File: src/rtl/tsfc_pkg.sv
// shared widths, register codes and types for the touch sample filter and calibration core
package tsfc_pkg;

   localparam int SAMPLE_BITS    = 12;
   localparam int COEF_FRAC_BITS = 16;

   localparam int FIELD_W = 12;
   localparam int COEF_W  = 32;
   localparam int POINT_W = 16;
   localparam int PROD_W  = COEF_W + SAMPLE_BITS + 1;
   localparam int ACC_W   = PROD_W + 2;
   localparam int QUO_W   = ACC_W - COEF_FRAC_BITS;

   localparam int CSR_ADDR_W = 5;
   localparam int CSR_DATA_W = 32;
   localparam int REQ_DATA_W = 88;
   localparam int RSP_DATA_W = 32;

   localparam logic [2:0] REG_RAW_MODE      = 3'd0;
   localparam logic [2:0] REG_PRESS_THRESH  = 3'd1;
   localparam logic [2:0] REG_GAIN_X_FROM_X = 3'd2;
   localparam logic [2:0] REG_GAIN_X_FROM_Y = 3'd3;
   localparam logic [2:0] REG_OFFSET_X      = 3'd4;
   localparam logic [2:0] REG_GAIN_Y_FROM_X = 3'd5;
   localparam logic [2:0] REG_GAIN_Y_FROM_Y = 3'd6;
   localparam logic [2:0] REG_OFFSET_Y      = 3'd7;

   localparam logic [FIELD_W-1:0] THRESH_RESET = FIELD_W'(100);
   localparam logic [COEF_W-1:0]  UNITY_GAIN   = COEF_W'(1) << COEF_FRAC_BITS;

   typedef struct packed {
      logic                     raw_mode;
      logic [FIELD_W-1:0]       pressure_threshold;
      logic signed [COEF_W-1:0] gain_x_from_x;
      logic signed [COEF_W-1:0] gain_x_from_y;
      logic signed [COEF_W-1:0] offset_x;
      logic signed [COEF_W-1:0] gain_y_from_x;
      logic signed [COEF_W-1:0] gain_y_from_y;
      logic signed [COEF_W-1:0] offset_y;
   } cfg_type;

endpackage

File: src/rtl/tsfc_pair_avg.sv
// average of the two closest of three samples on one axis
module tsfc_pair_avg (
   input  logic [tsfc_pkg::SAMPLE_BITS-1:0] sample_a,
   input  logic [tsfc_pkg::SAMPLE_BITS-1:0] sample_b,
   input  logic [tsfc_pkg::SAMPLE_BITS-1:0] sample_c,
   output logic [tsfc_pkg::SAMPLE_BITS-1:0] average
);

   localparam int SW = tsfc_pkg::SAMPLE_BITS;

   logic [SW-1:0] d_ab;
   logic [SW-1:0] d_ac;
   logic [SW-1:0] d_bc;
   logic [SW:0]   pair_sum;

   assign d_ab = (sample_a > sample_b) ? sample_a - sample_b : sample_b - sample_a;
   assign d_ac = (sample_a > sample_c) ? sample_a - sample_c : sample_c - sample_a;
   assign d_bc = (sample_b > sample_c) ? sample_b - sample_c : sample_c - sample_b;

   // ties go to a/b first, then a/c
   always_comb begin
      if (d_ab <= d_ac && d_ab <= d_bc) begin
         pair_sum = {1'b0, sample_a} + {1'b0, sample_b};
      end else if (d_ac <= d_bc) begin
         pair_sum = {1'b0, sample_a} + {1'b0, sample_c};
      end else begin
         pair_sum = {1'b0, sample_b} + {1'b0, sample_c};
      end
   end

   assign average = pair_sum[SW:1];

endmodule

File: config.mk
export PLATFORM = sky130hd
export DESIGN_NAME = tsfc_pair_avg
export DESIGN_NICKNAME = d
export VERILOG_FILES = /design/src/rtl/tsfc_pkg.sv /design/src/rtl/tsfc_pair_avg.sv
export SDC_FILE = /design/constraint.sdc
export NUM_CORES = 1
export LEC_CHECK = 0
export BUFFER_PORTS_ARGS = -buffer_cell sky130_fd_sc_hd__buf_2
export CAP_MARGIN = 10
export CORE_ASPECT_RATIO = 2
export CORE_MARGIN = 2
export CORE_UTILIZATION = 64
export DETAILED_ROUTE_END_ITERATION = 16
export PLACE_DENSITY_LB_ADDON = 0.25
export SETUP_SLACK_MARGIN = 0.4
export SKIP_LAST_GASP = 1
export SYNTH_ARGS = -nofsm -noshare
export SYNTH_HDL_FRONTEND = slang
export SYNTH_SLANG_ARGS = --single-unit
File: constraint.sdc
create_clock -name vclk -period 8.2
set_clock_uncertainty 0.15 [all_clocks]
set_input_delay 0.41 -clock vclk [all_inputs]
set_output_delay 0.41 -clock vclk [all_outputs]
set_load 0.01 [all_outputs]
After elaboration in Yosys (flattened, before gate mapping)
Index checks and enable logic that the tools add are counted.
Word-level totals
  bits of input ports: 36
  register bits after elaboration: 0
  output and inout port bits: 12
  logic and storage cells: 21
Operators by class
  muxes and demuxes: 5
  order comparisons: 6
  $add $sub $neg: 9
  reduce and logical (&&, ||, !) cells: 1
Operators with widths (number)
  12-bit subtractor: 6
  12-bit by 12-bit adder with 13-bit output: 3
  12-bit greater-than comparator: 3
  12-bit <= comparator: 3
  12-bit two-way mux: 3
  13-bit two-way mux: 2
  1-bit logical AND: 1

Longest topological paths before layout
  word-level depth: 5
  gate-level depth with buffers: 32
  depth with buffers taken out: 30

Least setup slack after synthesis
No wires, ideal clock.
  path kind: input to output
  from: input sample_a[0] (netlist bit)
  to: output average[10] (netlist bit)
  path slack: 1025 ps
  buffers on the path: 1
  arrival time: 6615 ps
  data required time: 7640 ps
  stages on the path: 29
  cell sequence: inv_1 > ha_1 > inv_1 > fa_1 > a21o_1 > a21o_1 > a21o_1 > o311a_4 > nor2_8 > mux2_2 > a21oi_1 > o21ai_1 > xor2_1 > ha_1 > and3_2 > a221o_1 > a221oi_2 > a21oi_1 > clkbuf_1 > nand2_1 > o21ai_0 > ha_1 > a2111o_1 > or3_2 > nor3_2 > nor4b_2 > o31ai_1 > a21boi_0 > o31ai_1
On the way
  word-level cells in the longest chain between the ends: 5
  elaborated cells on any way between the ends: 16
  those cells by class: add/sub: 6; order compare: 5; mux: 4; reduce/logical: 1
Ends and longest elaborated chain
  start, declared: RTL line tsfc_pair_avg.sv:3  | input logic [tsfc_pkg::SAMPLE_BITS-1:0] sample_a,
  12-bit subtractor (tied with other cells): RTL line tsfc_pair_avg.sv:17  | assign d_ac = (sample_a > sample_c) ? sample_a - sample_c : sample_c - sample_a;
  12-bit two-way mux (on tied branches): RTL line tsfc_pair_avg.sv:17, tsfc_pair_avg.sv:16
  12-bit <= comparator (on tied branches): RTL line tsfc_pair_avg.sv:24, tsfc_pair_avg.sv:22
  13-bit two-way mux / 1-bit logical AND (equally long branches): RTL line tsfc_pair_avg.sv:24, tsfc_pair_avg.sv:22
  13-bit two-way mux *: RTL line tsfc_pair_avg.sv:22  | if (d_ab <= d_ac && d_ab <= d_bc) begin
  end, declared: RTL line tsfc_pair_avg.sv:6  | output logic [tsfc_pkg::SAMPLE_BITS-1:0] average
Every way passes the cells marked *; elsewhere a longest branch is shown, timed or not.

Final worst setup path
  from: input sample_a[1] (netlist bit)
  to: output average[10] (netlist bit)
Same word-level chain as after synthesis.

==> results.py <==
metrics = {
    "cells_and_area": {
        "nFlopsAndLatches": 0,
        "diodes": 0,
        "layout-drive-gt1-share_pct": 17.6,
        "clkbuf_count": 0,
        "regArea_sq_um": 0,
        "area_growth_pct": 11.5,
        "postLayoutCoreUtil_pct": 72.6,
        "final_common_cell": "ha_1",
        "stdcell_count": 850,
        "fillers": 689,
        "layout_common_cells": "124 x ha_1, 75 x inv_1, 59 x a21oi_1",
        "num-nets-final": 925,
    },
    "worst_setup_path": {
        "cp_slowest_cell": "ha_1",
        "startpoint_type": "primary input",
        "critPathKind": "primary input to output pin",
        "cp.arrival_ps": 7180,
        "cpPeakStageDelay_ps": 490,
        "crit_fanout": 7,
        "end_kind": "output pin",
        "cp.required_ps": 7640,
    },
    "timing": {
        "max_freq_mhz": 129,
        "tightest_slew_ps": 575,
        "setup_viol": 0,
        "slew-limit-headroom_pct": 60.6,
        "period_needed_ps": 7740,
        "period_share_pct": 94.4,
        "finalHoldViolCount": 0,
        "setup_tns_ps": 0,
        "grt_setup_unrepaired": "true",
        "slew_viol_final": 0,
    },
    "die": {
        "ios": 48,
        "core_area_sq_um": 8170,
        "fp.dieW_um": 68.5,
        "rows": 47,
        "dieArea_sq_um": 9100,
        "start_util_pct": 65.1,
        "die_y_um": 133,
    },
    "detailed_routing": {
        "drt_first_pass_iters": 5,
        "antenna_left": 0,
        "dr_total_vias": 5628,
        "avgRoutedWirePerCell_um": 21.4,
        "via_per_inst": 6.62,
        "wirelength_mm": 18.2,
        "drtIter0Drc": 368,
        "drcViolationCount": 0,
    },
    "power": {
        "power_mw": 1.25,
        "leakagePower_nw": 3.03,
        "powerDensity_nw_per_um2": 211,
        "irDropWorstVdd_v": 0.000187,
    },
    "global_route": {
        "grt_pass1_vias": 5687,
        "antenna_found_initial": 0,
        "grt_pass1_wl_mm": 27.4,
        "grt_max_degree": 22,
        "grt_usage_pct": 39.3,
        "gr-total-overflow": 0,
    },
    "logic_synthesis": {
        "syn_area_sq_um": 5320,
        "postSynthAreaPerCell_sq_um": 7.62,
        "synth_nets": 869,
        "yosysSeqAreaShare_pct": 0,
        "synth.distinct_cells": 74,
        "netlist_instances": 698,
        "yosys_warnings": 0,
    },
    "placed_design": {
        "routabilityCongestion": 1.02,
        "hpwl_mm": 14.8,
        "port_buffers": 48,
        "dp_cells": 828,
    },
    "min_path": {
        "min_path_type": "primary input to output pin",
    },
    "job": {
        "maxCapViolations": 0,
    },
    "run_status": {
        "status": "completed",
    },
}
## worst paths after layout
kind	slack, ps	cells after the start	start	endpoint
worst max-delay path	460	29	sample_a[1]	average[10]
worst min-delay path	1310	5	sample_b[11]	average[11]
## synth_stat cells, drive strengths merged (6+ instances only)
library cell,n,area share (%)
a211oi,6,0.85
a21o,33,4.7
a21oi,63,5.9
a31oi,6,0.71
buf,18,2.3
clkbuf,6,0.45
fa,8,3.0
ha,127,30
inv,77,5.4
mux2,8,1.8
mux2i,24,4.5
nand2,38,2.7
nand3,8,0.75
nand4,15,1.9
nor2,33,2.6
nor2b,9,1.1
nor3,17,1.7
o211ai,6,0.85
o21a,6,0.85
o21ai,44,4.3
o21bai,12,1.7
or3,7,0.87
xnor2,39,6.4
xor2,10,1.6
## power by group
part,switching (mW),internal [mW]
combinational,0.713,0.537
sequential,0,0
clock,0,0
## per-layer routing
layer	GRT usage [%]	wire, um
met2	71.0	9400
met1	39.6	6400
met4	23.2	1460
met3	5.87	906
met5	0	0
## logic make-up after synthesis
kind of cell               after synthesis  synth area share, %
AOI/OAI and AO/OA                      230                 29.5
and+or+nand+nor                        151                 15.0
adders and majority gates              135                 32.9
buffers and inverters                  101                 8.16
xor gates and xnor gates                49                 8.07
muxes                                   32                 6.35
## stage by stage
step	hold slack, ps	worst slack [ps]	area, sq um
floorplan	1010	1020	5320
global placement	1280	400	5600
detailed placement	1290	97.9	5600
CTS	1310	371	5650
global route	1350	194	5930
finish	1310	459	5930
## what timing repair did
action / 4_1_cts / 5_1_grt
pin swaps: 3 / 22
hold buffers: 0 / 0
endpoints found under the setup margin: 4 / 7
resized for setup: 4 / 34
setup buffers: 4 / 18
## layout make-up
| class | count | area, sq um | area share (%) |
|---|---|---|---|
| Multi-Input combinational cell | 597 | 5030 | 84.7 |
| Tap cell | 98 | 123 | 2.07 |
| Inverter | 77 | 292 | 4.91 |
| Timing Repair Buffer | 78 | 492 | 8.29 |
## critical path: cells and delay by family
kind                       cells  cell delay (ps)
AOI/OAI and AO/OA             11             2700
buffers and inverters          5              880
adders and majority gates      3             1270
xor gates and xnor gates       1               80
and+or+nand+nor                9             1830
No activity file was read; power rests on OpenSTA's default activity.
