[config.mk]
export PLATFORM = sky130hd
export DESIGN_NAME = tsfc_affine
export DESIGN_NICKNAME = d
export VERILOG_FILES = /design/src/rtl/tsfc_pkg.sv /design/src/rtl/tsfc_affine.sv
export SDC_FILE = /design/constraint.sdc
export NUM_CORES = 2
export LEC_CHECK = 0
export ABC_AREA = 0
export BUFFER_PORTS_ARGS = -buffer_cell sky130_fd_sc_hd__buf_2
export CORE_MARGIN = 2
export CORE_UTILIZATION = 60
export CTS_BUF_LIST = sky130_fd_sc_hd__clkbuf_8
export DETAILED_ROUTE_END_ITERATION = 8
export PLACE_DENSITY = 0.78
export SETUP_SLACK_MARGIN = 0.15
export SLEW_MARGIN = 20
export SYNTH_ARGS = -nofsm -noshare
export SYNTH_HDL_FRONTEND = slang
export SYNTH_SLANG_ARGS = --single-unit
[constraint.sdc]
create_clock -name clock -period 9.58 [get_ports clock]
set_input_delay 1.916 -clock clock [delete_from_list [all_inputs] [get_ports clock]]
set_output_delay 1.916 -clock clock [all_outputs]
set_load 0.05 [all_outputs]
[src/rtl/tsfc_pkg.sv]
// shared widths, register codes and types for the touch sample filter and calibration core
package tsfc_pkg;

   localparam int SAMPLE_BITS    = 12;
   localparam int COEF_FRAC_BITS = 16;

   localparam int FIELD_W = 12;
   localparam int COEF_W  = 32;
   localparam int POINT_W = 16;
   localparam int PROD_W  = COEF_W + SAMPLE_BITS + 1;
   localparam int ACC_W   = PROD_W + 2;
   localparam int QUO_W   = ACC_W - COEF_FRAC_BITS;

   localparam int CSR_ADDR_W = 5;
   localparam int CSR_DATA_W = 32;
   localparam int REQ_DATA_W = 88;
   localparam int RSP_DATA_W = 32;

   localparam logic [2:0] REG_RAW_MODE      = 3'd0;
   localparam logic [2:0] REG_PRESS_THRESH  = 3'd1;
   localparam logic [2:0] REG_GAIN_X_FROM_X = 3'd2;
   localparam logic [2:0] REG_GAIN_X_FROM_Y = 3'd3;
   localparam logic [2:0] REG_OFFSET_X      = 3'd4;
   localparam logic [2:0] REG_GAIN_Y_FROM_X = 3'd5;
   localparam logic [2:0] REG_GAIN_Y_FROM_Y = 3'd6;
   localparam logic [2:0] REG_OFFSET_Y      = 3'd7;

   localparam logic [FIELD_W-1:0] THRESH_RESET = FIELD_W'(100);
   localparam logic [COEF_W-1:0]  UNITY_GAIN   = COEF_W'(1) << COEF_FRAC_BITS;

   typedef struct packed {
      logic                     raw_mode;
      logic [FIELD_W-1:0]       pressure_threshold;
      logic signed [COEF_W-1:0] gain_x_from_x;
      logic signed [COEF_W-1:0] gain_x_from_y;
      logic signed [COEF_W-1:0] offset_x;
      logic signed [COEF_W-1:0] gain_y_from_x;
      logic signed [COEF_W-1:0] gain_y_from_y;
      logic signed [COEF_W-1:0] offset_y;
   } cfg_type;

endpackage

[src/rtl/tsfc_affine.sv]
// one calibrated axis: product stage, sum stage plus a half, then truncate toward zero and saturate
module tsfc_affine (
   input  logic                                   clock,
   input  logic                                   mul_en,
   input  logic                                   sum_en,
   input  logic [tsfc_pkg::SAMPLE_BITS-1:0]       avg_x,
   input  logic [tsfc_pkg::SAMPLE_BITS-1:0]       avg_y,
   input  logic signed [tsfc_pkg::COEF_W-1:0]     gain_from_x,
   input  logic signed [tsfc_pkg::COEF_W-1:0]     gain_from_y,
   input  logic signed [tsfc_pkg::COEF_W-1:0]     offset,
   output logic signed [tsfc_pkg::POINT_W-1:0]    point
);

   localparam int PW = tsfc_pkg::PROD_W;
   localparam int AW = tsfc_pkg::ACC_W;
   localparam int QW = tsfc_pkg::QUO_W;
   localparam int FB = tsfc_pkg::COEF_FRAC_BITS;
   localparam int CW = tsfc_pkg::COEF_W;
   localparam logic signed [AW-1:0] HALF = AW'(1) << (FB - 1);
   localparam logic signed [QW-1:0] POS_MAX = QW'(32767);
   localparam logic signed [QW-1:0] NEG_MIN = -QW'(32768);

   logic signed [PW-1:0] prod_x_ff;
   logic signed [PW-1:0] prod_y_ff;
   logic signed [PW-1:0] prod_x_in;
   logic signed [PW-1:0] prod_y_in;
   logic signed [CW-1:0] offset_ff;
   logic signed [AW-1:0] acc_ff;
   logic signed [AW-1:0] acc_in;
   logic signed [QW-1:0] quo;

   assign prod_x_in = gain_from_x * $signed({1'b0, avg_x});
   assign prod_y_in = gain_from_y * $signed({1'b0, avg_y});

   assign acc_in = {{(AW-PW){prod_x_ff[PW-1]}}, prod_x_ff}
                 + {{(AW-PW){prod_y_ff[PW-1]}}, prod_y_ff}
                 + {{(AW-CW){offset_ff[CW-1]}}, offset_ff}
                 + HALF;

   // arithmetic shift floors, so step up a negative value with a nonzero fraction
   assign quo = acc_ff[AW-1:FB]
              + QW'(acc_ff[AW-1] && (acc_ff[FB-1:0] != '0));

   always_comb begin
      if (quo > POS_MAX) begin
         point = tsfc_pkg::POINT_W'(POS_MAX);
      end else if (quo < NEG_MIN) begin
         point = tsfc_pkg::POINT_W'(NEG_MIN);
      end else begin
         point = quo[tsfc_pkg::POINT_W-1:0];
      end
   end

   always_ff @(posedge clock) begin
      if (mul_en) begin
         prod_x_ff <= prod_x_in;
         prod_y_ff <= prod_y_in;
         offset_ff <= offset;
      end
      if (sum_en) begin
         acc_ff <= acc_in;
      end
   end

endmodule

# Word-level counts from Yosys, hierarchy flattened
# Index checks and enable logic that the tools add are counted.
word_totals:
  output_inout_bits: 16
  word_cells: 16
  inputBits: 123
  register_bits: 169
op_classes:
  add_sub_neg: 4
  magnitude_cmp: 2
  n_reduce_logical: 2
  mul: 2
  mux: 2
op_table:
  columns: ["operator", "count"]
  rows:
  - ["$mul A32 B13 Y45", 2]
  - ["$add A46 B32 Y47", 1]
  - ["$add A47 B16 Y47 const B", 1]
  - ["$add A45 B45 Y46", 1]
  - ["$mux W16", 2]
  - ["$add A31 B1 Y31", 1]
  - ["$gt A31 B16 Y1 const B", 1]
  - ["$lt A31 B16 Y1 const B", 1]
  - ["$reduce_bool A16 Y1", 1]
  - ["$logic_and A1 B1 Y1", 1]

# Depth between registers and ports, before layout
logic_depth:
  depth_word: 6
  mapped_depth: 23
  ltp_nobuf: 22

# Worst setup path before layout
# OpenSTA, ideal clock, no wires.
synth_path:
  path_kind: "input-to-reg"
  from: "in gain_from_x[12] (netlist bit)"
  to: "reg prod_x_ff[44], data pin"
  setup_slack_ns: 2.111
  required_time_ns: 9.320
  stages: 22
  setup_ns: 0.260
  path_buffers: 1
  t_arrival_ns: 7.209
  cell_sequence: "clkbuf_1 -> and2_1 -> fa_1 -> inv_1 -> fa_1 -> inv_1 -> fa_1 -> fa_1 -> inv_1 -> fa_1 -> inv_1 -> ha_1 -> a21oi_1 -> o221ai_1 -> and3_1 -> or3_1 -> o31ai_2 -> o21bai_1 -> o21ai_1 -> o2111ai_1 -> a21oi_1 -> xnor2_1"
synth_between:
  elab_chain_len: 1
synth_lines:
  columns: ["element", "line", "text"]
  rows:
  - ["start: declaration", "tsfc_affine.sv:8", "input logic signed [tsfc_pkg::COEF_W-1:0] gain_from_x,"]
  - ["$mul A32 B13 Y45", "tsfc_affine.sv:32", "assign prod_x_in = gain_from_x * $signed({1'b0, avg_x});"]
  - ["net prod_x_in[44]", "tsfc_affine.sv:25", "logic signed [PW-1:0] prod_x_in;"]
  - ["end signal: assignment", "tsfc_affine.sv:56", "prod_x_ff <= prod_x_in;"]
  - ["end: declaration", "tsfc_affine.sv:23", "logic signed [PW-1:0] prod_x_ff;"]
# The timed path passes the listed nets, and every way through them passes these cells.
# A chain may end at the register's enable or synchronous reset.

# Worst setup path after layout
layout_path:
  from: "in avg_y[4] (netlist bit)"
  to: "reg prod_y_ff[44], data pin"
layout_between:
  elab_chain_len: 1
layout_lines:
  columns: ["element", "line", "text"]
  rows:
  - ["start: declaration", "tsfc_affine.sv:7", "input logic [tsfc_pkg::SAMPLE_BITS-1:0] avg_y,"]
  - ["$mul A32 B13 Y45", "tsfc_affine.sv:33", "assign prod_y_in = gain_from_y * $signed({1'b0, avg_y});"]
  - ["net prod_y_in[44]", "tsfc_affine.sv:26", "logic signed [PW-1:0] prod_y_in;"]
  - ["end signal: assignment", "tsfc_affine.sv:57", "prod_y_ff <= prod_y_in;"]
  - ["end: declaration", "tsfc_affine.sv:24", "logic signed [PW-1:0] prod_y_ff;"]
# The timed path passes the listed nets, and every way through them passes these cells.

==> metrics.csv <==
stage,metric,value,unit
worst_setup_path,reg2reg_setup_slack,5080,ps
timing,hold_viol_final,0,
run_status,run_status,"complete, no violations",
clock_network,cts_hold_buffers,0,
detailed_routing,dr.pass1.iters,7,
finish,drive_above_1_share,5.16,%
placement,dp_hpwl,62.8,mm
timing,setup_viol,0,
synthesis,ys.flop_type,edfxtp_1,
worst_setup_path,cp_cell_sequence,buf_2 -> nand2_1 -> fa_1 -> fa_1 -> fa_1 -> inv_1 -> fa_1 -> inv_1 -> fa_1 -> inv_1 -> ha_1 -> o21a_1 -> o2111a_1 -> nor2b_1 -> a211oi_1 -> a21oi_1 -> nor4_2 -> o311ai_1 -> a221o_1 -> a21oi_1 -> xnor2_1,
floorplan,rows,89,
worst_setup_path,crit_slowest_cell,fa_1,
clock_network,root_buffer,clkbuf_8,
clock_network,clock_path_buffers,2,
synthesis,synth_edf_count,169,
synthesis,ys_top_cells_by_area,"fa_1 (40%), edfxtp_1 (14%), ha_1 (10%)",
synthesis,ys.warnings.count,0,
synthesis,postSynthAreaPerCell,9.46,sq um
timing,finalCritPeriodShare,82.2,%
placement,gp_congestion,0.906,
timing,relSlewSlack,35.7,%
synthesis,post_synth_num_cell_types,80,
worst_setup_path,max_stage_delay,600,ps
grt,antenna_found_initial,0,
floorplan,die_h,249,um
clock_network,cts_tree,yes,
clock_network,cts_made_buffers,17,
timing,rsz0062_at_grt,false,
grt,grt_max_degree,67,
synthesis,synth_area_leader_cell,fa_1,
flow_run,cap_violations,0,
synthesis,synth_fp_nets,4951,
synthesis,synth_cells,3817,
clock_network,cts_setup_buffers,0,
clock_network,htree_levels,4,
finish,mostFrequentLayoutCells,"inv_1 (914), fa_1 (722), nand2_1 (488)",
timing,fin_worst_skew,18.4,ps
detailed_routing,drc,0,
worst_setup_path,path_common_cell,fa_1,
detailed_routing,wl_per_cell,16.3,um
detailed_routing,ant_nets,0,
timing,tightestPinTransition,961,ps
finish,nets,4961,
placement,io_buffers,138,
worst_setup_path,start_kind,input pin,
finish,final_common_cell,inv_1,
worst_setup_path,crit_buf_inv,4,
synthesis,synthesis.area,36100,sq um
worst_hold_path,hold_path_class,reg2reg,
floorplan,die-width,249,um
finish,area.growth.synth_to_final,4.15,%
timing,slew_viol_final,0,
synthesis,netlist.area_leader.share,40.0,%
detailed_routing,avgViaCountPerCell,5.52,
clock_network,clk_pin_slew,110,ps
floorplan,start_util,61.0,%
worst_setup_path,cp_max_fo,32,
grt,grt_use_total,25.7,%
worst_setup_path,critPathTopFamily,adder cells,
worst_setup_path,worstPathArrival,8110,ps
synthesis,async_flop_share,0,%
worst_setup_path,cp.required,9820,ps
worst_setup_path,path_class,in2reg,
clock_network,clock_sinks,169,
grt,first_global_vias,26700,
clock_network,clk_latency,500,ps
detailed_routing,drt-total-wl,75.4,mm
floorplan,io_pins,139,
synthesis,ys_ff_latch,169,
grt,grt_first_pass_wirelength,129,mm
timing,fmax,127,MHz
floorplan,dieArea,62200,sq um
synthesis,yosysSeqAreaShare,14.0,%
timing,period_needed,7870,ps
clock_network,ctsResizeCount,0,
timing,setup_tns,0,ps
detailed_routing,initialDrtViolationCount,1443,
grt,grt_overflow,0,
worst_setup_path,end_kind,flip-flop,
floorplan,core-area,59200,sq um
detailed_routing,num_vias,25500,
-- layer usage --
metal / wire, um / global-route usage, %
met1: 28800 / 31.8
met2: 38800 / 45.0
met3: 3350 / 2.72
met4: 4510 / 13.2
met5: 0 / 0
-- through the flow --
stage,area (sq um),setup slack [ps],hold slack [ps],util (%),cells
after global routing,37600,1360,796,63.5,4613
after detailed placement,37200,1250,748,62.8,4581
after CTS,37600,1780,777,63.5,4613
after floorplan,36100,2110,680,-,3817
after global placement,37200,1380,731,62.8,4581
final,37600,1710,762,63.5,4614
-- final timing paths --
kind,startpoint,end,cells after the start
min reg2reg,offset_ff[1]$_DFFE_PP_,acc_ff[1]$_DFFE_PP_,2
min,offset_ff[1]$_DFFE_PP_,acc_ff[1]$_DFFE_PP_,2
max,avg_y[4],prod_y_ff[44]$_DFFE_PP_,21
max reg2reg,prod_y_ff[2]$_DFFE_PP_,acc_ff[46]$_DFFE_PP_,14
-- state kept, by name (all words and copies together) (netlist names) --
name and flops:
acc_ff 47, offset_ff 32, prod_x_ff 45, prod_y_ff 45
-- cell usage after synthesis, drive strengths merged (55+ instances only) --
master and number:
o21ai 80, ha 289, a21oi 124, xnor2 99
a21o 55, edfxtp 169, clkbuf 142, inv 914
fa 722, nand2 488, nor2 56, and2 350
-- worst register-to-register path: cells and delay by family, from the launching register on --
family / cells / cell delay, ps
DFF: 1 / 460
adders and majority gates: 4 / 1260
and+or+nand+nor: 1 / 410
AOI/OAI and AO/OA: 9 / 2220
-- logic make-up (layout without fill, tap and decap cells) --
kind of cell / Yosys count / in the layout / share of synthesized area (%)
buffers and inverters: 1063 / 1086 / 11.1
and+or+nand+nor: 1049 / 1049 / 14.4
adders and majority gates: 1011 / 1011 / 50.0
AOI/OAI and AO/OA: 382 / 382 / 6.92
DFF: 169 / 169 / 14.0
xor gates and xnor gates: 142 / 142 / 3.44
muxes: 1 / 1 / 0.0312
other: 0 / 1 / 0
-- cell type report --
cell class	instances	area, sq um
antenna	1	2.50
clock buffer	17	234
clock inverter	15	155
fill	4865	21600
inverter	914	3430
multi-input combinational	2585	27000
sequential	169	5070
tap	773	967
timing repair buffer	140	711
Power is left out: the tool's default activity adds up to more than one toggle a clock period on the data nets, which glitch-free logic cannot reach.
