File: src/rtl/tsfc_pkg.sv
// shared widths, register codes and types for the touch sample filter and calibration core
package tsfc_pkg;

   localparam int SAMPLE_BITS    = 12;
   localparam int COEF_FRAC_BITS = 16;

   localparam int FIELD_W = 12;
   localparam int COEF_W  = 32;
   localparam int POINT_W = 16;
   localparam int PROD_W  = COEF_W + SAMPLE_BITS + 1;
   localparam int ACC_W   = PROD_W + 2;
   localparam int QUO_W   = ACC_W - COEF_FRAC_BITS;

   localparam int CSR_ADDR_W = 5;
   localparam int CSR_DATA_W = 32;
   localparam int REQ_DATA_W = 88;
   localparam int RSP_DATA_W = 32;

   localparam logic [2:0] REG_RAW_MODE      = 3'd0;
   localparam logic [2:0] REG_PRESS_THRESH  = 3'd1;
   localparam logic [2:0] REG_GAIN_X_FROM_X = 3'd2;
   localparam logic [2:0] REG_GAIN_X_FROM_Y = 3'd3;
   localparam logic [2:0] REG_OFFSET_X      = 3'd4;
   localparam logic [2:0] REG_GAIN_Y_FROM_X = 3'd5;
   localparam logic [2:0] REG_GAIN_Y_FROM_Y = 3'd6;
   localparam logic [2:0] REG_OFFSET_Y      = 3'd7;

   localparam logic [FIELD_W-1:0] THRESH_RESET = FIELD_W'(100);
   localparam logic [COEF_W-1:0]  UNITY_GAIN   = COEF_W'(1) << COEF_FRAC_BITS;

   typedef struct packed {
      logic                     raw_mode;
      logic [FIELD_W-1:0]       pressure_threshold;
      logic signed [COEF_W-1:0] gain_x_from_x;
      logic signed [COEF_W-1:0] gain_x_from_y;
      logic signed [COEF_W-1:0] offset_x;
      logic signed [COEF_W-1:0] gain_y_from_x;
      logic signed [COEF_W-1:0] gain_y_from_y;
      logic signed [COEF_W-1:0] offset_y;
   } cfg_type;

endpackage

File: src/rtl/tsfc_regs.sv
// configuration register file behind the apb-style port
module tsfc_regs (
   input  logic                                clock,
   input  logic                                reset,
   input  logic                                csr_psel,
   input  logic                                csr_penable,
   input  logic                                csr_pwrite,
   input  logic [tsfc_pkg::CSR_ADDR_W-1:0]     csr_paddr,
   input  logic [tsfc_pkg::CSR_DATA_W-1:0]     csr_pwdata,
   output logic [tsfc_pkg::CSR_DATA_W-1:0]     csr_prdata,
   output logic                                csr_pready,
   output tsfc_pkg::cfg_type                   cfg
);

   tsfc_pkg::cfg_type cfg_ff;
   tsfc_pkg::cfg_type cfg_in;
   logic [2:0]        reg_sel;
   logic              wr_en;

   assign reg_sel    = csr_paddr[4:2];
   assign wr_en      = csr_psel && csr_penable && csr_pwrite && csr_pready;
   assign csr_pready = 1'b1;
   assign cfg        = cfg_ff;

   always_comb begin
      cfg_in = cfg_ff;
      if (wr_en) begin
         case (reg_sel)
            tsfc_pkg::REG_RAW_MODE:      cfg_in.raw_mode = csr_pwdata[0];
            tsfc_pkg::REG_PRESS_THRESH:
               cfg_in.pressure_threshold = csr_pwdata[tsfc_pkg::FIELD_W-1:0];
            tsfc_pkg::REG_GAIN_X_FROM_X: cfg_in.gain_x_from_x = csr_pwdata;
            tsfc_pkg::REG_GAIN_X_FROM_Y: cfg_in.gain_x_from_y = csr_pwdata;
            tsfc_pkg::REG_OFFSET_X:      cfg_in.offset_x = csr_pwdata;
            tsfc_pkg::REG_GAIN_Y_FROM_X: cfg_in.gain_y_from_x = csr_pwdata;
            tsfc_pkg::REG_GAIN_Y_FROM_Y: cfg_in.gain_y_from_y = csr_pwdata;
            tsfc_pkg::REG_OFFSET_Y:      cfg_in.offset_y = csr_pwdata;
            default:                     cfg_in = cfg_ff;
         endcase
      end
   end

   always_comb begin
      case (reg_sel)
         tsfc_pkg::REG_RAW_MODE:
            csr_prdata = {{(tsfc_pkg::CSR_DATA_W-1){1'b0}}, cfg_ff.raw_mode};
         tsfc_pkg::REG_PRESS_THRESH:
            csr_prdata = {{(tsfc_pkg::CSR_DATA_W-tsfc_pkg::FIELD_W){1'b0}},
                          cfg_ff.pressure_threshold};
         tsfc_pkg::REG_GAIN_X_FROM_X: csr_prdata = cfg_ff.gain_x_from_x;
         tsfc_pkg::REG_GAIN_X_FROM_Y: csr_prdata = cfg_ff.gain_x_from_y;
         tsfc_pkg::REG_OFFSET_X:      csr_prdata = cfg_ff.offset_x;
         tsfc_pkg::REG_GAIN_Y_FROM_X: csr_prdata = cfg_ff.gain_y_from_x;
         tsfc_pkg::REG_GAIN_Y_FROM_Y: csr_prdata = cfg_ff.gain_y_from_y;
         tsfc_pkg::REG_OFFSET_Y:      csr_prdata = cfg_ff.offset_y;
         default:                     csr_prdata = '0;
      endcase
   end

   always_ff @(posedge clock) begin
      if (reset) begin
         cfg_ff.raw_mode           <= 1'b0;
         cfg_ff.pressure_threshold <= tsfc_pkg::THRESH_RESET;
         cfg_ff.gain_x_from_x      <= tsfc_pkg::UNITY_GAIN;
         cfg_ff.gain_x_from_y      <= '0;
         cfg_ff.offset_x           <= '0;
         cfg_ff.gain_y_from_x      <= '0;
         cfg_ff.gain_y_from_y      <= tsfc_pkg::UNITY_GAIN;
         cfg_ff.offset_y           <= '0;
      end else begin
         cfg_ff <= cfg_in;
      end
   end

endmodule

File: config.mk
export PLATFORM = sky130hd
export DESIGN_NAME = tsfc_regs
export DESIGN_NICKNAME = d
export VERILOG_FILES = /design/src/rtl/tsfc_pkg.sv /design/src/rtl/tsfc_regs.sv
export SDC_FILE = /design/constraint.sdc
export NUM_CORES = 1
export LEC_CHECK = 0
export BUFFER_PORTS_ARGS = -buffer_cell sky130_fd_sc_hd__buf_4
export CORE_MARGIN = 3
export CORE_UTILIZATION = 46
export DETAILED_ROUTE_END_ITERATION = 8
export PLACE_DENSITY = 0.76
export SLEW_MARGIN = 20
export SYNTH_ARGS = -nofsm -noshare
export SYNTH_HDL_FRONTEND = slang
export SYNTH_SLANG_ARGS = --single-unit
File: constraint.sdc
create_clock -name clock -period 2.5 [get_ports clock]
set_clock_uncertainty 0.05 [all_clocks]
set_input_delay 0.75 -clock clock [delete_from_list [all_inputs] [get_ports clock]]
set_output_delay 0.75 -clock clock [all_outputs]
set_load 0.05 [all_outputs]
**Yosys cells after proc, flatten, opt, wreduce, memory -nomap -nowiden**

Index checks and enable logic that the tools add are counted.

- Bits in registers: 205
- Word-level logic and storage cells: 27

- Eq/ne operators: 7
- Mux-type cells: 1
- Reduce and logical (&&, ||, !) cells: 11

Operator list:

| operator | count |
|---|---|
| $pmux 32 s8 | 1 |
| $reduce_and 2->1 | 8 |
| $eq 3x3->1 const B | 4 |
| $eq 3x2->1 const B | 2 |
| $eq 3x1->1 const B | 1 |
| $logic_not 3->1 | 1 |
| $logic_and 1x1->1 | 2 |

**Longest topological paths before layout**

- Depth after elaboration: 3
- Depth in mapped cells: 7

**Least setup slack after synthesis**

No wires, ideal clock.

- Path type: input -> output
- Start point: input csr_paddr[4] in the netlist's numbering
- End point: output csr_prdata[31] in the netlist's numbering
- Required time: 1.700 ns
- Cell stages on the path: 5
- Arrival: 2.573 ns
- Path buffers: 3
- Setup slack: -0.873 ns
- Cells stage by stage: buf_2 -> buf_2 -> clkbuf_1 -> nand2_1 -> o21ai_0

- Word-level cells in the longest chain between the ends: 2
- Elaborated cells between the ends (all ways): 9

Ends and longest elaborated chain:

| what | line | text |
|---|---|---|
| start, declared | tsfc_regs.sv:8 | `input logic [tsfc_pkg::CSR_ADDR_W-1:0] csr_paddr,` |
| $eq 3x3->1 (tied with other cells) | tsfc_regs.sv:44 | `case (reg_sel)` |
| $pmux 32 s8 * | tsfc_regs.sv:44 |  |
| end, declared | tsfc_regs.sv:10 | `output logic [tsfc_pkg::CSR_DATA_W-1:0] csr_prdata,` |

Every way passes the cells marked *; elsewhere a longest branch is shown, timed or not.

**Worst setup path in the final report**

- Start point: input csr_paddr[2] in the netlist's numbering
- End point: output csr_prdata[30] in the netlist's numbering

The elaborated chain is that of the path after synthesis.

==> results.txt <==
The flow ran to the end, but the final reports show violations. The final reports fail on setup timing. The type of origin of the critical path is an input pin. The antenna violation net count after detailed routing is 0. The worst hold path begins at cfg[85]$_SDFFE_PP0P_. The power density over the cells is 559.3 nW/µm². Grouping stages by cell kind, the critical path spends the most delay in compound AO/OA/AOI/OAI gates.

The die footprint came out at 20890 µm². The number of diodes came out at 0. The number of unique standard cell types used by synthesis is 34. The final critical-path share of the clock period came out at 1.128. For this configuration, the core starts out at a cell density of 0.4703. The level count of the clock H-tree is 1.

The analysis attributes to cell leakage a power of 0.005459 µW. The number of instances in the synthesized netlist is 1130. The number of standard-cell rows in the floorplan is 50.

The first global-routing pass estimated 51540 µm of wire. The final critical delay including setup and external delays is 2821 ps. Routability-driven placement finished with a final weighted congestion of 0.8666.

The reg-to-reg setup timing slack is 1680 ps. The share of total power dissipated in sequential elements is 0.431. The actual slew at the worst max-slew pin is 548.9 ps. The library cell used as clock root buffer is sky130_fd_sc_hd__clkbuf_16. The top cell types in the final layout, fill and taps aside, are sky130_fd_sc_hd__nand2_1, sky130_fd_sc_hd__buf_4, sky130_fd_sc_hd__dfxtp_1. The final hold violation count was 0. The post-detailed-route wirelength per cell is 20.44 µm. The flip-flop count of the largest register after layout came out at 205. Across the run, the number of max-cap violations was 0. The kind of end point of the critical path is an output port. The critical register-to-register path startpoint is cfg[198]$_SDFFE_PP1P_. The worst-case clock buffer depth came out at 3.

The post-synthesis sequential element count is 205. The total count of max-transition violations in the final report came out at 0. The internal power of the cells totals 5802 µW. The area share of the leading cell type in the synthesized netlist came out at 0.4649. The analysis attributes to net switching a power of between 1500 and 2000 µW. Pin placement for this block handled 280 I/O pins. The largest individual stage delay along the critical path comes from the cell sky130_fd_sc_hd__a221o_2.

The average size of a mapped cell is about 7.8 µm². The detailed router finished its first iteration with 671 violations. Once detailed placement completed, the half-perimeter wirelength came to approximately 23000 µm. The count of cells along the worst register-to-register path is 2. After clock tree synthesis, the clock-pin slew on the worst setup and hold paths is 60 ps. The remaining global-route overflow came out at 0. The number of clock buffers added by TritonCTS is 23.

Hold timing on the final database bottoms out at a slack of 415.7 ps. The largest total area in the synthesized netlist belongs to sky130_fd_sc_hd__dfxtp_1. For this run, the number of Yosys warnings is 0. In this run the critical register-to-register path is captured at cfg[198]$_SDFFE_PP1P_.

The aggregate routed wire length is 34450 µm. Headroom to the max-slew limit came out at 0.6341. The area overhead of the layout relative to synthesis came out at 55.62%. Setup violations remaining at the end of the flow were counted as 32. After layout, the worst setup slack is -320.6 ps. The worst hold path belongs to the class reg2reg. Port buffering added 276 buffers. The total power draw came out at 7683 µW.

After floorplanning, the core was sized to cover roughly 19000 µm². The post-synthesis instance area came out at 8827 µm². The peak fanout along the critical path is 5. The proportion of power drawn by combinational gates is 0.114. The number of global-route vias before repair is 9265. Setup repair after global routing could not meet its margin everywhere.

The clock latency reported for the late side of the worst-skew pair is 490 ps. After detailed routing, the number of remaining DRC violations is 0. Counting both buffers and inverters, the worst setup path holds a total of 3. The total number of vias is 9688.

Walking the worst path, the cells encountered are buf_12 > buf_6 > mux2_4 > a22o_1 > a221o_2 > buf_8. The first-pass iteration count of the detailed router came out at 5. Data arrives at the worst endpoint at 2020 ps. For hold timing, the worst endpoint is cfg[85]$_SDFFE_PP0P_. The number of antenna violations at the first check in global routing is 0. Using the TritonRoute via totals, the vias-per-cell ratio works out to 5.746. TritonCTS built the clock tree. The proportion of power drawn by the clock network is 0.455.

The switching share of power is 0.2448. The CTS sink count is 205. Yosys attributes the largest share of cell area to sky130_fd_sc_hd__dfxtp_1, sky130_fd_sc_hd__nand2_1, sky130_fd_sc_hd__a21oi_1.

The critical path is of the in2out type. The height of the die is 144.5 µm. The worst stage delay on the critical path is just under 400 ps. The final net count came out at 1480.

The largest net degree at the start of global routing came out at 62. In the final layout, the share of cells above drive strength 1 is 0.3733. The worst hold path cell count is 2.

For the worst setup path, the data required time is 1700 ps. The most frequent standard cell in the layout excluding fill and tap cells is sky130_fd_sc_hd__nand2_1. The proportion of synthesized chip area in sequential cells came out at 0.4649. Across the VDD grid, the largest voltage drop is 0.0005838 V. The maximum achievable frequency came out at 354.5 MHz. Counting every net in the synthesized netlist gives 1172. The die is between 100 and 150 µm wide. For this run, the total global-route usage over all layers was measured as 0.3142.
kinds of logic (layout without fill, tap and decap cells):
family                 after synthesis  in the layout  share of synthesized area
and+or+nand+nor                    470            470                     0.2092
AOI/OAI and AO/OA                  286            286                     0.1855
DFF                                205            205                     0.4649
buffers and inverters              102            424                    0.05344
muxes                               66             66                    0.08646
other                                1              1                  0.0004248
cells in the mapped netlist (all sizes together):
| library cell | n |
|---|---|
| nor3 | 10 |
| nand4 | 1 |
| a21oi | 216 |
| a2bb2oi | 1 |
| a22o | 18 |
| nand3 | 1 |
| and2 | 2 |
| o21ai | 13 |
| or2 | 6 |
| o211ai | 1 |
| a221o | 7 |
| mux2i | 29 |
| or3 | 1 |
| dfxtp | 205 |
| inv | 6 |
| o32ai | 1 |
| nand2 | 415 |
| nand4b | 1 |
| conb | 1 |
| nand2b | 4 |
| nor2b | 7 |
| a221oi | 11 |
| clkbuf | 44 |
| o221ai | 5 |
| nor2 | 22 |
| a311oi | 1 |
| mux2 | 32 |
| a22oi | 12 |
| mux4 | 5 |
| buf | 52 |
metal layers:
| layer | vias up | routed length, µm | global-route usage |
|---|---|---|---|
| met3 | 107 | 3219 | 0.06614 |
| met1 | 4627 | 13580 | 0.4045 |
| li1 | 4424 | - | - |
| met2 | 530 | 16240 | 0.5165 |
| met4 | 0 | 1409 | 0.1247 |
| met5 | - | 0 | 0 |
area by class of cell:
type                            instances  area (µm²)
Clock buffer                           34       676.9
Clock inverter                          5       100.1
Fill cell                            1358        5031
Inverter                                6       22.52
Multi-Input combinational cell        823        5036
Sequential cell                       205        4104
Tap cell                              234       292.8
Timing Repair Buffer                  379        3505
how the worst max path moves through the flow:
stage               slack (ps)             end  cells past startpoint          from
floorplan                 -120   csr_prdata[0]                      6  csr_paddr[2]
global placement          -450  csr_prdata[12]                      6  csr_paddr[2]
detailed placement        -460  csr_prdata[12]                      6  csr_paddr[2]
CTS                       -320  csr_prdata[18]                      6  csr_paddr[2]
global route              -340  csr_prdata[18]                      6  csr_paddr[2]
finish                    -320  csr_prdata[30]                      6  csr_paddr[2]
power by group through the flow:
stage	combinational, µW	clock [µW]	sequential [µW]
5_1_grt	911	3650	3310
6_report	875	3490	3310
3_3_place_gp	753	0	3380
2_1_floorplan	363	0	3460
4_1_cts	863	3510	3310
3_5_place_dp	761	0	3380
worst reg2reg max path: stages, from the launching register on:
cell and delay (ps):
sky130_fd_sc_hd__dfxtp_1 330, sky130_fd_sc_hd__nor3_1 240, sky130_fd_sc_hd__nor2_1 90
metrics by stage:
| stage | cells | util | TNS, ps | worst slack [ps] | instance area, µm² |
|---|---|---|---|---|---|
| after floorplan | 1130 | - | -1663 | -117.2 | 9420 |
| after global placement | 1631 | 0.6540 | -27680 | -454.9 | 12270 |
| after global routing | 1686 | 0.7319 | -7629 | -336.6 | 13740 |
| after detailed placement | 1631 | 0.6540 | -31080 | -462.7 | 12270 |
| after CTS | 1687 | 0.7289 | -6781 | -324.5 | 13680 |
| final | 1686 | 0.7319 | -6558 | -320.6 | 13740 |
what timing repair did:
action / 4_1_cts / 5_1_grt
buffers inserted: 14 / 1
endpoints found under the setup margin: 32 / 32
hold buffers: 0 / 0
resized for setup: 91 / 22
cloned: 4 / 0
pin swaps: 18 / 15
endpoints found under the hold margin: 0 / 0
No activity file was read; power rests on OpenSTA's default activity.
